**config.mk**
```make
export PLATFORM = sky130hd
export DESIGN_NAME = dlml_ram
export DESIGN_NICKNAME = d
export VERILOG_FILES = /design/src/rtl/dlml_ram.sv
export SDC_FILE = /design/constraint.sdc
export NUM_CORES = 2
export LEC_CHECK = 0
export BUFFER_PORTS_ARGS = -buffer_cell sky130_fd_sc_hd__buf_2
export CAP_MARGIN = 5
export CORE_MARGIN = 2
export CORE_UTILIZATION = 50
export CTS_BUF_LIST = sky130_fd_sc_hd__clkbuf_4 sky130_fd_sc_hd__clkbuf_8
export CTS_CLUSTER_SIZE = 16
export DETAILED_ROUTE_END_ITERATION = 7
export GPL_ROUTABILITY_DRIVEN = 1
export GPL_TIMING_DRIVEN = 0
export PLACE_DENSITY = 0.65
export SLEW_MARGIN = 20
export SYNTH_ARGS = -nofsm -noshare
export SYNTH_HDL_FRONTEND = slang
export SYNTH_SLANG_ARGS = --single-unit
export TNS_END_PERCENT = 100
```
**constraint.sdc**
```tcl
create_clock -name aclk -period 6.6 [get_ports aclk]
set_clock_uncertainty 0.1 [all_clocks]
set_input_delay 0.99 -clock aclk [delete_from_list [all_inputs] [get_ports aclk]]
set_output_delay 0.99 -clock aclk [all_outputs]
set_load 0.1 [all_outputs]
```
**src/rtl/dlml_ram.sv**
```systemverilog
// Generic simple dual-port RAM: one write port, one read port, registered read data.
// No dependencies.
`default_nettype none
module dlml_ram #(
    parameter int Width = 8,
    parameter int Depth = 256
) (
    input  wire logic                     aclk,
    input  wire logic                     we,
    input  wire logic [$clog2(Depth)-1:0] waddr,
    input  wire logic [Width-1:0]         wdata,
    input  wire logic [$clog2(Depth)-1:0] raddr,
    output logic      [Width-1:0]         rdata
);
    logic [Width-1:0] mem [Depth];

    always_ff @(posedge aclk) begin
        if (we) begin
            mem[waddr] <= wdata;
        end
        rdata <= mem[raddr];
    end
endmodule
`default_nettype wire

```
==> results.txt <==
----------------------------------------------------
[Layout]
  Footprint of the flip-flops and latches ... 61660 sq um
  Highest-count cells in the layout ignoring fill and taps ... edfxtp_1 (2048), mux4_2 (454), clkbuf_8 (356)
  Share of post-route cells with drive strength above 1 ... 0.2699
  Combined area of the multi-input logic cells ... 16520 sq um
  Commonest non-fill, non-tap cell in the layout ... edfxtp_1
  Area Overhead vs Synth ... 12.53%
  Fill count ... 11803
  Final nets ... 4159

[Setup path]
  Origin of the critical flop-to-flop path ... mem[82][6]$_DFFE_PP_
  Reg-to-reg endpoint ... rdata[6]$_DFF_P_
  Worst r2r path cells ... 6
  Cell family contributing the most delay on the critical path ... simple AND/OR/NAND/NOR gates
  Worst Setup Path Type ... primary input to flip-flop
  Crit path from ... raddr[2]
  Register-to-Register Setup Slack ... 3.13 ns
  Endpoint class of the critical path ... flip-flop
  Kind of launch point of the worst setup path ... primary input
  Cell-by-cell trace of the critical path ... buf_2 -> clkinv_1 -> buf_4 -> nor2_1 -> clkbuf_1 -> a22oi_1 -> a21oi_1 -> nor4_1 -> nor4_1
  Required time at the endpoint of the critical path ... 7.32 ns
  Library cell contributing the largest single delay on the critical path ... nor4_1
  Cell count along the critical path ... 9
  Max incr delay on CP ... 0.83 ns
  Buffer and inverter count on the worst path ... 4
  CP arrival ... 5.29 ns
  Most frequent CP cell ... nor4_1
  Maximum fanout count along the critical path ... 10

[Timing]
  Fmax ... 219.2 MHz
  WHS ... 0.1470 ns
  Final setup vio count ... 0
  Minimum clock period ... 4.563 ns
  Number of max-slew violations in the final report ... 0
  Hold Vio Cnt, Final ... 0
  Worst slew margin relative to its limit ... 0.1730
  Setup TNS after final layout ... 0 ns
  Final worst-path cycle share ... 0.6914
  Setup repair after global routing missed its margin ... no
  Transition time of the tightest slew-check pin ... 1.240 ns

[Floorplan]
  Area of the core ... 158200 sq um
  Die area ... 162300 sq um
  Ports ... 34
  Number of cell rows ... 146
  Die outline height ... 402.9 microns
  Initial Utilization ... 0.5029
  Die width ... 402.9 microns

[Job]
  Max-cap violations ... 0

[Clock network]
  Total CTS buffers ... 339
  Quantity of gates resized following cts ... 0
  CTS tree ... built
  Number of H-tree levels ... 5
  Post-CTS setup buffer count ... 0
  # clock sinks ... 2056
  Clk_lat worst skew ... 1.06 ns
  Clk root buf ... clkbuf_8
  Maximum number of buffers from clock root to sink ... 4
  Clock-pin slew of the registers on the worst-case setup and hold paths ... 0.06 ns
  CTS hold repair buffers ... 0

[Global routing]
  GR Util All Layers ... 0.2948
  Initial antenna violation count ... 24
  Global route total overflow ... 0
  Global-route wire length before repair ... 326600 microns
  Via count of the first global-routing pass ... 41556
  Maximum number of pins on one net before global-route repair ... 122

[Route]
  Post-DR vias/cell ... 6.598
  Post-detailed-route DRC marker count ... 0
  Post-route antenna net violation count ... 0
  Total wire length after detailed routing ... 238700 microns
  Routed vias ... 42543
  WL/cell ... 37.03 microns
  Violation count after the first detailed-routing iteration ... 6870
  1st-pass router iterations ... 8

[Synthesis]
  Mean area per synthesized cell ... 21.31 sq um
  Net Count, Synth ... 3759
  Sequential-to-total area share from yosys stat ... 0.7750
  Area leader, netlist ... edfxtp_1
  Count of different cell masters after synthesis ... 55
  Number of warning messages in the yosys log ... 0
  Flop and latch count out of synthesis ... 2056
  Flip-flop cell with the highest count after synthesis ... edfxtp_1
  Cell types occupying the most area after synthesis ... edfxtp_1 (77%), mux4_2 (13%), mux2i_1 (1.7%)
  Proportion of netlist area held by the largest area contributor ... 0.7730
  Share of flip-flops with an asynchronous set or reset ... 0
  Mapped Cells ... 3733
  Post-synth EDFFs ... 2048
  Synthesized cell area ... 79560 sq um

[Place]
  Buffers added on ports ... 26
  RD Place Congestion ... 1.019
  HPWL after detailed placement ... 160800 microns

[Power]
  Largest voltage drop on the vdd net ... 0.2340 mV
  Static Leak ... 27.91 nW
  Power density over the cells ... 297.9 nW/um^2

[Worst hold path]
  Worst min-delay path category ... primary input to flip-flop
  Worst min-delay path startpoint ... wdata[3]
  End point of the worst hold path ... mem[66][3]$_DFFE_PP_
  Number of cells traversed by the worst hold path ... 1

[Outcome]
  Outcome ... completed

----------------------------------------------------
-- how the worst max path moves through the flow --
| stage | to | slack, ns |
|---|---|---|
| CTS | rdata[1]$_DFF_P_ | 2.08 |
| global route | rdata[7]$_DFF_P_ | 2.09 |
| global placement | rdata[4]$_DFF_P_ | 0.43 |
| detailed placement | rdata[1]$_DFF_P_ | 0.98 |
| floorplan | rdata[2]$_DFF_P_ | 3.57 |
| finish | rdata[1]$_DFF_P_ | 2.04 |
-- routing by layer --
layer / routed length (microns) / vias to the layer above / GRT usage
met4: 13140 / 18 / 0.1449
met2: 106800 / 3044 / 0.4336
met1: 87560 / 22313 / 0.3966
met5: 153 / - / 0
li1: - / 16549 / -
met3: 31100 / 619 / 0.1000
-- layout make-up --
type | instances | area share
repair buffers | 59 | 0.01094
inverters | 2 | 0.00008386
well taps | 2072 | 0.02896
clock inverters | 123 | 0.007100
clock buffers | 449 | 0.06253
flip-flops and latches | 2056 | 0.6888
diodes | 12 | 0.0003354
multi-input cells | 1442 | 0.1846
plain buffers | 233 | 0.01670
-- cells in the mapped netlist (10+ instances only) --
cell type and n:
buf_4 27, a211oi_1 16, a221oi_1 13, o211ai_1 10
nand2_1 33, nor2b_1 31, edfxtp_1 2048, a21oi_1 96
buf_1 22, nor2_1 282, nor4_1 24, nor3_1 22
buf_2 31, a22oi_1 133, mux4_2 454, clkbuf_1 111
o22ai_1 28, nand4_1 10, o221ai_1 46, buf_6 21
mux2i_1 134, o21ai_0 10, nand3_1 34, buf_8 13
-- state kept, by name (all words and copies together), names as in the netlist --
name / count
mem: 2048
rdata: 8
-- kinds of logic after synthesis --
group | synth area share
multiplexers | 0.1462
AND/OR/NAND/NOR | 0.02628
buffers and inverters | 0.01831
AO/OA/AOI/OAI | 0.03419
flip-flops | 0.7750
-- where the power goes --
group	internal, mW	switching [mW]	leakage, nW
sequential	14.4	0.00827	18.5
combinational	0.483	1.16	6.11
clock	5.64	4.99	3.33
-- through the flow --
stage          instances  total power [mW]  worst slack (ns)  cell area (sq um)  utilization
2_1_floorplan       3733             15.45             3.572              79560            -
3_3_place_gp        5831             16.25            0.4276              82280       0.5201
3_5_place_dp        5863             16.28            0.9772              83240       0.5262
4_1_cts             6435             26.67             2.084              89480       0.5656
5_1_grt             6439             27.29             2.093              89500       0.5657
6_report            6448             26.67             2.037              89520       0.5659
Note: power is estimated with default switching activity, not from simulation.
